[config.mk]
export PLATFORM = sky130hd
export DESIGN_NAME = joystick_drive_servo_mapper_top
export DESIGN_NICKNAME = d
export VERILOG_FILES = /design/src/rtl/core/jdsm_pkg.sv /design/src/rtl/core/jdsm_cfg.sv /design/src/rtl/core/jdsm_ctrl.sv /design/src/rtl/core/jdsm_dp.sv /design/src/rtl/core/joystick_drive_servo_mapper_top.sv
export SDC_FILE = /design/constraint.sdc
export NUM_CORES = 2
export LEC_CHECK = 0
export BUFFER_PORTS_ARGS = -buffer_cell sky130_fd_sc_hd__buf_2
export CAP_MARGIN = 20
export CORE_UTILIZATION = 55
export CTS_CLUSTER_SIZE = 20
export DETAILED_ROUTE_END_ITERATION = 7
export GPL_TIMING_DRIVEN = 0
export PLACE_DENSITY = 0.78
export SYNTH_ARGS = -nofsm -noshare
export SYNTH_HDL_FRONTEND = slang
export SYNTH_HIERARCHICAL = 1
export SYNTH_SLANG_ARGS = --single-unit
[constraint.sdc]
create_clock -name clk -period 13.13 [get_ports clk]
set_clock_uncertainty 0.2 [all_clocks]
set_input_delay 1.313 -clock clk [delete_from_list [all_inputs] [get_ports clk]]
set_output_delay 1.313 -clock clk [all_outputs]
set_load 0.02 [all_outputs]
[src/rtl/core/jdsm_pkg.sv]
// ----------------------------------------------------------------------------
// jdsm_pkg
// Shared types and constants of the joystick drive and servo mapper.
// ----------------------------------------------------------------------------
package jdsm_pkg;

	// one joystick report
	typedef struct packed {
		logic signed [15:0] fwd_stick;
		logic signed [15:0] strafe_stick;
		logic signed [15:0] yaw_stick;
		logic signed [15:0] tilt_stick;
		logic signed [15:0] pan_stick;
		logic               home_btn;
		logic               mast_down_btn;
		logic               mast_up_btn;
		logic               preset_prev_btn;
		logic               preset_next_btn;
		logic        [15:0] throttle;
	} in_item_t;

	// one drive and servo command
	typedef struct packed {
		logic signed [15:0] linear_x;
		logic signed [15:0] linear_y;
		logic signed [15:0] angular_z;
		logic signed [15:0] tilt_angle;
		logic signed [15:0] pan_angle;
		logic signed [15:0] mast_setpoint;
		logic        [7:0]  preset_index;
		logic               preset_request;
	} out_item_t;

	// configuration register indexes
	typedef enum logic [2:0] {
		REG_LIN_LIMIT     = 3'd0,
		REG_ANG_LIMIT     = 3'd1,
		REG_JOG_STEP      = 3'd2,
		REG_ANGLE_FLOOR   = 3'd3,
		REG_ANGLE_CEILING = 3'd4,
		REG_DEAD_BAND     = 3'd5,
		REG_HOME_PAN      = 3'd6,
		REG_HOME_TILT     = 3'd7
	} reg_index_t;

	// configuration register contents
	typedef struct packed {
		logic        [15:0] lin_limit;
		logic        [15:0] ang_limit;
		logic        [11:0] jog_step;
		logic signed [15:0] angle_floor;
		logic signed [15:0] angle_ceiling;
		logic        [14:0] dead_band;
		logic signed [15:0] home_pan;
		logic signed [15:0] home_tilt;
	} cfg_t;

	localparam logic        [15:0] RST_LIN_LIMIT     = 16'd256;
	localparam logic        [15:0] RST_ANG_LIMIT     = 16'd256;
	localparam logic        [11:0] RST_JOG_STEP      = 12'd41;
	localparam logic signed [15:0] RST_ANGLE_FLOOR   = -16'sd12861;
	localparam logic signed [15:0] RST_ANGLE_CEILING = 16'sd12861;
	localparam logic        [14:0] RST_DEAD_BAND     = 15'd328;
	localparam logic signed [15:0] RST_HOME_PAN      = 16'sd0;
	localparam logic signed [15:0] RST_HOME_TILT     = 16'sd0;

	// velocity axes
	typedef enum logic [1:0] {
		AXIS_FWD    = 2'd0,
		AXIS_STRAFE = 2'd1,
		AXIS_YAW    = 2'd2
	} axis_t;

	// controller states
	typedef enum logic [1:0] {
		ST_IDLE = 2'd0,
		ST_ARM  = 2'd1,
		ST_CALC = 2'd2,
		ST_FIN  = 2'd3
	} state_t;

	// controller to datapath
	typedef struct packed {
		logic  load;
		logic  arm_check;
		logic  a_en;
		axis_t a_sel;
		logic  b_en;
		logic  r_en;
		axis_t r_sel;
		logic  fin;
	} dp_cmd_t;

	// datapath to controller
	typedef struct packed {
		logic armed;
		logic out_busy;
	} dp_status_t;

endpackage

[src/rtl/core/jdsm_cfg.sv]
// ----------------------------------------------------------------------------
// jdsm_cfg
// Configuration register file, written one register per handshake.
// ----------------------------------------------------------------------------
module jdsm_cfg
	import jdsm_pkg::*;
(
	input  logic        clk,
	input  logic        arst_n,
	input  logic        cfg_valid,
	output logic        cfg_ready,
	input  logic [2:0]  cfg_index,
	input  logic [15:0] cfg_data,
	output cfg_t        cfg
);

	cfg_t cfg_q;

	assign cfg_ready = 1'b1;
	assign cfg        = cfg_q;

	// register writes
	always_ff @(posedge clk or negedge arst_n) begin
		if (!arst_n) begin
			cfg_q.lin_limit     <= RST_LIN_LIMIT;
			cfg_q.ang_limit     <= RST_ANG_LIMIT;
			cfg_q.jog_step      <= RST_JOG_STEP;
			cfg_q.angle_floor   <= RST_ANGLE_FLOOR;
			cfg_q.angle_ceiling <= RST_ANGLE_CEILING;
			cfg_q.dead_band     <= RST_DEAD_BAND;
			cfg_q.home_pan      <= RST_HOME_PAN;
			cfg_q.home_tilt     <= RST_HOME_TILT;
		end else if (cfg_valid) begin
			unique case (reg_index_t'(cfg_index))
				REG_LIN_LIMIT:     cfg_q.lin_limit     <= cfg_data;
				REG_ANG_LIMIT:     cfg_q.ang_limit     <= cfg_data;
				REG_JOG_STEP:      cfg_q.jog_step      <= cfg_data[11:0];
				REG_ANGLE_FLOOR:   cfg_q.angle_floor   <= cfg_data;
				REG_ANGLE_CEILING: cfg_q.angle_ceiling <= cfg_data;
				REG_DEAD_BAND:     cfg_q.dead_band     <= cfg_data[14:0];
				REG_HOME_PAN:      cfg_q.home_pan      <= cfg_data;
				REG_HOME_TILT:     cfg_q.home_tilt     <= cfg_data;
				default:           cfg_q.lin_limit     <= cfg_q.lin_limit;
			endcase
		end
	end

endmodule

[src/rtl/core/jdsm_ctrl.sv]
// ----------------------------------------------------------------------------
// jdsm_ctrl
// Sequencer: accepts an item, then arms, or runs the velocity steps and retires.
// ----------------------------------------------------------------------------
module jdsm_ctrl
	import jdsm_pkg::*;
(
	input  logic       clk,
	input  logic       arst_n,
	input  logic       in_valid,
	output logic       in_ready,
	input  dp_status_t status,
	output dp_cmd_t    cmd
);

	// last step of the velocity sequence
	localparam logic [2:0] CNT_LAST = 3'd4;

	state_t     state_q, state_d;
	logic [2:0] cnt_q;
	logic [1:0] r_idx;

	assign r_idx = cnt_q[1:0] - 2'd2;

	// state register
	always_ff @(posedge clk or negedge arst_n) begin
		if (!arst_n) begin
			state_q <= ST_IDLE;
		end else begin
			state_q <= state_d;
		end
	end

	// step counter within the velocity sequence
	always_ff @(posedge clk or negedge arst_n) begin
		if (!arst_n) begin
			cnt_q <= '0;
		end else if (state_q == ST_CALC) begin
			cnt_q <= cnt_q + 3'd1;
		end else begin
			cnt_q <= '0;
		end
	end

	// next state and commands
	always_comb begin
		state_d       = state_q;
		in_ready      = 1'b0;
		cmd           = '0;
		cmd.a_sel     = AXIS_FWD;
		cmd.r_sel     = AXIS_FWD;
		unique case (state_q)
			ST_IDLE: begin
				in_ready = 1'b1;
				if (in_valid) begin
					cmd.load = 1'b1;
					state_d  = status.armed ? ST_CALC : ST_ARM;
				end
			end
			ST_ARM: begin
				cmd.arm_check = 1'b1;
				state_d       = ST_IDLE;
			end
			ST_CALC: begin
				// three axes flow through multiply, multiply, round
				cmd.a_en  = (cnt_q < 3'd3);
				cmd.a_sel = axis_t'(cnt_q[1:0]);
				cmd.b_en  = (cnt_q >= 3'd1) && (cnt_q <= 3'd3);
				cmd.r_en  = (cnt_q >= 3'd2);
				cmd.r_sel = axis_t'(r_idx);
				if (cnt_q == CNT_LAST) begin
					state_d = ST_FIN;
				end
			end
			ST_FIN: begin
				if (!status.out_busy) begin
					cmd.fin = 1'b1;
					state_d = ST_IDLE;
				end
			end
			default: state_d = ST_IDLE;
		endcase
	end

endmodule

[src/rtl/core/jdsm_dp.sv]
// ----------------------------------------------------------------------------
// jdsm_dp
// Datapath: input capture, shared velocity multipliers, servo and preset
// state, and the output register.
// ----------------------------------------------------------------------------
module jdsm_dp
	import jdsm_pkg::*;
#(
	parameter int NUM_PRESETS = 8
)
(
	input  logic       clk,
	input  logic       arst_n,
	input  in_item_t   in_data,
	input  cfg_t       cfg,
	input  dp_cmd_t    cmd,
	output dp_status_t status,
	output logic       out_valid,
	input  logic       out_ready,
	output out_item_t  out_data
);

	localparam int         PW      = (NUM_PRESETS > 1) ? $clog2(NUM_PRESETS) : 1;
	localparam logic [8:0] NP      = 9'(NUM_PRESETS);
	localparam logic [8:0] NP_LAST = 9'(NUM_PRESETS - 1);

	in_item_t           in_q;
	logic               armed_q;
	logic               latch_q;
	logic [PW-1:0]      preset_q;
	logic signed [15:0] tilt_q, pan_q, mast_q;
	logic signed [15:0] vel_q [3];
	logic               out_valid_q;
	out_item_t          out_q;

	// velocity pipeline
	logic [31:0]        a_s1;
	logic               neg_s1;
	logic [47:0]        b_s2;
	logic               neg_s2;

	assign status.armed    = armed_q;
	assign status.out_busy = out_valid_q && !out_ready;
	assign out_valid       = out_valid_q;
	assign out_data        = out_q;

	// magnitude below the deadzone
	function automatic logic inside_db(input logic signed [15:0] v, input logic [14:0] db);
		logic [15:0] m;
		m = v[15] ? 16'(-v) : 16'(v);
		return m < {1'b0, db};
	endfunction

	// jog by one step in either direction, then clamp to floor and ceiling
	function automatic logic signed [15:0] jog_clamp(
		input logic signed [15:0] base,
		input logic               dec,
		input logic               inc,
		input logic        [11:0] step,
		input logic signed [15:0] lo,
		input logic signed [15:0] hi
	);
		logic signed [17:0] a;
		a = 18'(base);
		if (dec) begin
			a = a - $signed({6'd0, step});
		end else if (inc) begin
			a = a + $signed({6'd0, step});
		end
		if (a < 18'(lo)) begin
			a = 18'(lo);
		end
		if (a > 18'(hi)) begin
			a = 18'(hi);
		end
		return a[15:0];
	endfunction

	// input capture
	always_ff @(posedge clk) begin
		if (cmd.load) begin
			in_q <= in_data;
		end
	end

	// first multiply: stick magnitude times limit
	logic signed [15:0] a_stick;
	logic        [15:0] a_limit;
	logic        [15:0] a_mag;
	always_comb begin
		case (cmd.a_sel)
			AXIS_STRAFE: begin
				a_stick = in_q.strafe_stick;
				a_limit = cfg.lin_limit;
			end
			AXIS_YAW: begin
				a_stick = in_q.yaw_stick;
				a_limit = cfg.ang_limit;
			end
			default: begin
				a_stick = in_q.fwd_stick;
				a_limit = cfg.lin_limit;
			end
		endcase
		a_mag = a_stick[15] ? 16'(-a_stick) : 16'(a_stick);
	end

	always_ff @(posedge clk) begin
		if (cmd.a_en) begin
			a_s1   <= a_mag * a_limit;
			neg_s1 <= a_stick[15];
		end
	end

	// second multiply: times the clamped throttle
	logic [15:0] thr;
	assign thr = (in_q.throttle > 16'd32768) ? 16'd32768 : in_q.throttle;

	always_ff @(posedge clk) begin
		if (cmd.b_en) begin
			b_s2   <= 48'(a_s1) * 48'(thr);
			neg_s2 <= neg_s1;
		end
	end

	// round to nearest, ties away from zero, and saturate
	logic [47:0]        rnd_sum;
	logic [17:0]        rnd;
	logic signed [15:0] vel_sat;
	always_comb begin
		rnd_sum = b_s2 + 48'h0000_2000_0000;
		rnd     = rnd_sum[47:30];
		if (neg_s2) begin
			vel_sat = (rnd > 18'd32768) ? -16'sd32768 : 16'(-rnd);
		end else begin
			vel_sat = (rnd > 18'd32767) ? 16'sd32767 : 16'(rnd);
		end
	end

	always_ff @(posedge clk) begin
		if (cmd.r_en) begin
			vel_q[cmd.r_sel] <= vel_sat;
		end
	end

	// preset stepping
	logic          latch_d;
	logic [PW-1:0] preset_d;
	logic          request;
	logic [8:0]    pos;
	always_comb begin
		latch_d  = latch_q;
		preset_d = preset_q;
		request  = 1'b0;
		pos      = 9'(preset_q);
		if (!in_q.preset_prev_btn && !in_q.preset_next_btn) begin
			latch_d = 1'b0;
		end else if (!latch_q) begin
			latch_d = 1'b1;
			request = 1'b1;
			if (pos >= NP) begin
				pos = NP_LAST;
			end
			if (in_q.preset_prev_btn) begin
				pos = (pos == 9'd0) ? NP_LAST : pos - 9'd1;
			end
			if (in_q.preset_next_btn) begin
				pos = (pos + 9'd1 >= NP) ? 9'd0 : pos + 9'd1;
			end
			preset_d = pos[PW-1:0];
		end
	end

	// servo jogging
	logic signed [15:0] tilt_d, pan_d, mast_d;
	logic signed [15:0] tilt_base, pan_base;
	logic signed [16:0] ndb;
	always_comb begin
		ndb       = -$signed({2'b00, cfg.dead_band});
		tilt_base = in_q.home_btn ? cfg.home_tilt : tilt_q;
		pan_base  = in_q.home_btn ? cfg.home_pan : pan_q;
		tilt_d    = jog_clamp(tilt_base,
			17'(in_q.tilt_stick) > $signed({2'b00, cfg.dead_band}),
			17'(in_q.tilt_stick) < ndb,
			cfg.jog_step, cfg.angle_floor, cfg.angle_ceiling);
		pan_d     = jog_clamp(pan_base,
			17'(in_q.pan_stick) < ndb,
			17'(in_q.pan_stick) > $signed({2'b00, cfg.dead_band}),
			cfg.jog_step, cfg.angle_floor, cfg.angle_ceiling);
		mast_d    = jog_clamp(mast_q, in_q.mast_down_btn, in_q.mast_up_btn,
			cfg.jog_step, cfg.angle_floor, cfg.angle_ceiling);
	end

	// control state: arming, preset and servo positions
	always_ff @(posedge clk or negedge arst_n) begin
		if (!arst_n) begin
			armed_q  <= 1'b0;
			latch_q  <= 1'b0;
			preset_q <= '0;
			tilt_q   <= RST_HOME_TILT;
			pan_q    <= RST_HOME_PAN;
			mast_q   <= '0;
		end else begin
			if (cmd.arm_check && inside_db(in_q.fwd_stick, cfg.dead_band)
					&& inside_db(in_q.strafe_stick, cfg.dead_band)
					&& inside_db(in_q.yaw_stick, cfg.dead_band)) begin
				armed_q <= 1'b1;
			end
			if (cmd.fin) begin
				latch_q  <= latch_d;
				preset_q <= preset_d;
				tilt_q   <= tilt_d;
				pan_q    <= pan_d;
				mast_q   <= mast_d;
			end
		end
	end

	// output item valid
	always_ff @(posedge clk or negedge arst_n) begin
		if (!arst_n) begin
			out_valid_q <= 1'b0;
		end else if (cmd.fin) begin
			out_valid_q <= 1'b1;
		end else if (out_ready) begin
			out_valid_q <= 1'b0;
		end
	end

	// output item payload
	always_ff @(posedge clk) begin
		if (cmd.fin) begin
			out_q.linear_x       <= vel_q[AXIS_FWD];
			out_q.linear_y       <= vel_q[AXIS_STRAFE];
			out_q.angular_z      <= vel_q[AXIS_YAW];
			out_q.tilt_angle     <= tilt_d;
			out_q.pan_angle      <= pan_d;
			out_q.mast_setpoint  <= mast_d;
			out_q.preset_index   <= 8'(preset_d);
			out_q.preset_request <= request;
		end
	end

endmodule

[src/rtl/core/joystick_drive_servo_mapper_top.sv]
// ----------------------------------------------------------------------------
// joystick_drive_servo_mapper_top
// Maps joystick reports to drive velocities, servo angles and a preset index.
// ----------------------------------------------------------------------------
//
//  channel  signals                         carries
//  -------  ------------------------------  ------------------------------
//  in       in_valid, in_ready, in_data     one joystick report
//  out      out_valid, out_ready, out_data  one drive and servo command
//  cfg      cfg_valid, cfg_ready,           one register write
//           cfg_index, cfg_data
//
//  an armed report passes accept, five steps in which the three axes
//  pass a 16x16 and a 32x16 multiplier pair and a rounding stage, and retire
//  a report before arming passes accept and an arm check and gives no item
//  asynchronous reset, no clearing pass; cfg writes complete every cycle
//  retire waits while the previous item is still held in the output register
//
module joystick_drive_servo_mapper_top
	import jdsm_pkg::*;
#(
	parameter int NUM_PRESETS = 8
)
(
	input  logic        clk,
	input  logic        arst_n,
	input  logic        in_valid,
	output logic        in_ready,
	input  in_item_t    in_data,
	output logic        out_valid,
	input  logic        out_ready,
	output out_item_t   out_data,
	input  logic        cfg_valid,
	output logic        cfg_ready,
	input  logic [2:0]  cfg_index,
	input  logic [15:0] cfg_data
);

	cfg_t       cfg;
	dp_cmd_t    cmd;
	dp_status_t status;

	// configuration registers
	jdsm_cfg u_cfg (
		.clk       (clk),
		.arst_n    (arst_n),
		.cfg_valid (cfg_valid),
		.cfg_ready (cfg_ready),
		.cfg_index (cfg_index),
		.cfg_data  (cfg_data),
		.cfg       (cfg)
	);

	// sequencer
	jdsm_ctrl u_ctrl (
		.clk      (clk),
		.arst_n   (arst_n),
		.in_valid (in_valid),
		.in_ready (in_ready),
		.status   (status),
		.cmd      (cmd)
	);

	// datapath
	jdsm_dp #(
		.NUM_PRESETS (NUM_PRESETS)
	) u_dp (
		.clk       (clk),
		.arst_n    (arst_n),
		.in_data   (in_data),
		.cfg       (cfg),
		.cmd       (cmd),
		.status    (status),
		.out_valid (out_valid),
		.out_ready (out_ready),
		.out_data  (out_data)
	);

endmodule
==> metrics.log <==
[metrics] result of the run: completed
[metrics] maximum level of the CTS H-tree: 2
[metrics] antenna violations before repair: 16
[metrics] total area of multi-input combinational cells: 35,200 um^2
[metrics] clock latency reported for the late side of the worst-skew pair: 0.66 ns
[metrics] wire length of the first global-routing pass: 235 mm
[metrics] detailed-route via count: 41,200
[metrics] synthesized cell area: 53,200 um^2
[metrics] Die Height: 313 um
[metrics] critical path peak fanout: 10
[metrics] half-perimeter wire length after placement: 122 mm
[metrics] number of clock buffers inserted by TritonCTS: 53
[metrics] number of failing setup endpoints in the final timing report: 0
[metrics] Tightest Hold Check Type: reg -> reg
[metrics] Yosys cell types: 105
[metrics] initial cell density of the core: 0.558
[metrics] layout net count: 6,943
[metrics] number of buffers inserted by hold repair at cts: 0
[metrics] count of filler cells inserted in the layout: 7,837
[metrics] DR iter-0 viols: 3,502
[metrics] Worst Tran Pin Value: 1.22 ns
[metrics] GPL Wtd Cong: 0.997
[metrics] fraction of the yosys area taken by sequential cells: 0.256
[metrics] CTS tree: built
[metrics] leading cell type in the layout, fill and taps excluded: inv_1
[metrics] Core Footprint: 95,400 um^2
[metrics] number of storage elements in the synthesis netlist: 484
[metrics] delay of the slowest cell on the worst path: 0.80 ns
[metrics] total of max-cap violations: 0
[metrics] Async S/R FF share, synth: 0.376
[metrics] most frequent cells in the layout: inv_1 (916), nand2_1 (770), fa_1 (617), ha_1 (512), edfxtp_1 (302)
[metrics] die area: 98,100 um^2
[metrics] classification of the worst setup path: reg -> reg
[metrics] Pre-Repair DR Iteration Count: 6
[metrics] DRC errors left: 0
[metrics] Post-synth EDFFs: 302
[metrics] die width: 313 um
[metrics] post-route antenna net violation count: 0
[metrics] hold violation total from the final report: 0
[metrics] clock tree root driver cell: clkbuf_16
[metrics] total global-route track usage: 0.311
[metrics] Slew Limit Fails: 0
[metrics] area growth from synthesis to layout: 9.05%
[metrics] sort of element at the end of the critical path: flop
[metrics] Slowest-stage cell, CP: clkdlybuf4s15_1
[metrics] post-synthesis area per instance: 9.86 um^2
[metrics] maximum achievable frequency: 79.4 MHz
[metrics] critical path data arrival time: 12.77 ns
[metrics] share of cells above drive strength 1: 0.121
[metrics] via-per-instance ratio: 5.88
[metrics] buffer depth of the longest clock path: 3
[metrics] crit share post-route: 0.959
[metrics] Post-Route WL: 152 mm
[metrics] Worst Setup Start Kind: flop
[metrics] Rows: 113
[metrics] Total Neg Setup Slack: 0 ns
[metrics] Most used DFF post-synth: edfxtp_1
[metrics] number of I/O port buffers: 222
[metrics] I/O pins: 233
[metrics] FF/Latch Area: 13,700 um^2
[metrics] number of global-route vias before repair: 41,500
[metrics] post-synthesis cell count: 5,400
[metrics] largest net degree at the start of global routing: 117
[metrics] worst max-slew margin expressed relative to the limit: 0.181
[metrics] number of sinks driven by the clock tree: 484
[metrics] clock slew at the register clock pins of the worst setup and hold paths: 0.07 ns
[metrics] average wire per standard cell: 21.6 um
[metrics] unrepaired setup endpoints after global routing: no
[metrics] Synth Warn #: 6
[metrics] Min Clock Period, post-route: 12.59 ns
[metrics] total global routing overflow: 0
[metrics] required time of the critical path: 13.31 ns
==> what timing repair did <==
action / in CTS / in global routing
gates resized for setup: 0 / 5
setup endpoints to repair: 0 / 8
setup buffers: 0 / 0
hold endpoints to repair: 0 / 0
==> registers in the layout, summed over array words and instances, names as in the netlist <==
register / count
u_dp/preset_q: 3
u_dp/out_data: 100
u_dp/mast_q: 16
u_cfg/cfg: 123
u_dp/in_q: 101
u_dp/vel_q: 48
u_dp/pan_q: 16
u_dp/a_s1: 32
u_dp/out_valid: 1
u_dp/neg_s2: 1
u_dp/tilt_q: 16
u_dp/armed_q: 1
u_ctrl/state_q: 2
u_dp/b_s2: 19
u_dp/neg_s1: 1
u_dp/latch_q: 1
u_ctrl/cnt_q: 3
==> synthesized netlist by cell type (all sizes together) (15+ instances only) <==
cell | instances | area share
a211oi | 20 | 0.0031
nor2b | 57 | 0.0067
or2 | 16 | 0.0019
o31ai | 19 | 0.0028
nand2b | 34 | 0.0040
and2 | 107 | 0.013
nor4 | 15 | 0.0019
inv | 917 | 0.065
o21ai | 119 | 0.011
mux2 | 257 | 0.056
dfrtp | 157 | 0.074
nand2 | 770 | 0.054
dfstp | 25 | 0.012
a22oi | 35 | 0.0049
fa | 617 | 0.23
mux2i | 34 | 0.0064
o21a | 26 | 0.0037
xnor2 | 97 | 0.016
nand3 | 62 | 0.0058
nand4 | 44 | 0.0053
ha | 512 | 0.12
edfxtp | 302 | 0.17
a21oi | 175 | 0.017
and3 | 22 | 0.0026
o21bai | 19 | 0.0027
a21o | 108 | 0.015
a31oi | 28 | 0.0033
buf | 54 | 0.0059
nor2 | 230 | 0.016
xor2 | 39 | 0.0064
clkbuf | 166 | 0.012
o22ai | 24 | 0.0029
nor3 | 40 | 0.0038
o221ai | 17 | 0.0031
o211ai | 24 | 0.0035
==> routing by layer <==
metal,vias up,share of wire,track usage
li1,18400,-,-
met1,20400,0.41,0.426
met2,2077,0.44,0.478
met3,348,0.11,0.0730
met4,4,0.043,0.123
met5,-,0.00071,0.00677
==> per-stage QoR <==
stage               utilization  setup slack (ns)  area [um^2]  hold slack [ns]  std cells
finish                    0.608             0.540        58100            0.215       7009
global route              0.608            0.0744        58100            0.221       7006
CTS                       0.608             0.913        58000            0.219       6998
detailed placement        0.588              1.00        56100            0.205       6898
global placement          0.586             0.958        56000            0.202       6891
floorplan                     -              4.05        53300            0.200       5404
==> cell families (layout without fill, tap and decap cells) <==
family                   Yosys count  count (layout)  share of synthesized area
AO/OA/AOI/OAI                    751             751                     0.0972
XOR/XNOR                         137             137                     0.0228
adder cells (fa/ha/maj)         1129            1129                      0.352
buffers and inverters           1138            1468                     0.0823
flip-flops                       484             484                      0.256
multiplexers                     291             291                     0.0622
other                              2              16                   0.000141
AND/OR/NAND/NOR                 1468            1468                      0.127
==> final timing paths <==
check	startpoint	slack, ns	depth (start not counted)	end
worst max-delay path	u_dp/in_q[20]	0.54	33	u_dp/out_data[34]
worst min-delay path	u_dp/vel_q[1][5]	0.22	0	u_dp/out_data[78]
worst max register to register	u_dp/in_q[20]	0.54	33	u_dp/out_data[34]
worst min register to register	u_dp/vel_q[1][5]	0.22	0	u_dp/out_data[78]
max in group asynchronous	arst_n	11.33	2	u_cfg/cfg[9]
min in group asynchronous	arst_n	0.40	1	u_dp/mast_q[1]
==> worst max-delay path: cells and delay by family (launching register included) <==
family	cells	cell delay, ns
AO/OA/AOI/OAI	14	4.06
adder cells (fa/ha/maj)	3	0.97
buffers and inverters	9	4.81
flip-flops	1	0.33
multiplexers	2	0.89
AND/OR/NAND/NOR	5	1.00
==> final cells by class <==
cell class / count / share of cell area
Inverter: 918 / 0.0593
Buffer: 220 / 0.0164
Clock buffer: 66 / 0.0257
Multi-Input combinational cell: 3782 / 0.607
Sequential cell: 484 / 0.235
Timing Repair Buffer: 230 / 0.0220
Clock inverter: 34 / 0.00683
Tap cell: 1265 / 0.0273
Antenna cell: 10 / 0.000431
Power is left out: the tool's default activity adds up to more than one toggle a clock period on the data nets, which glitch-free logic cannot reach.
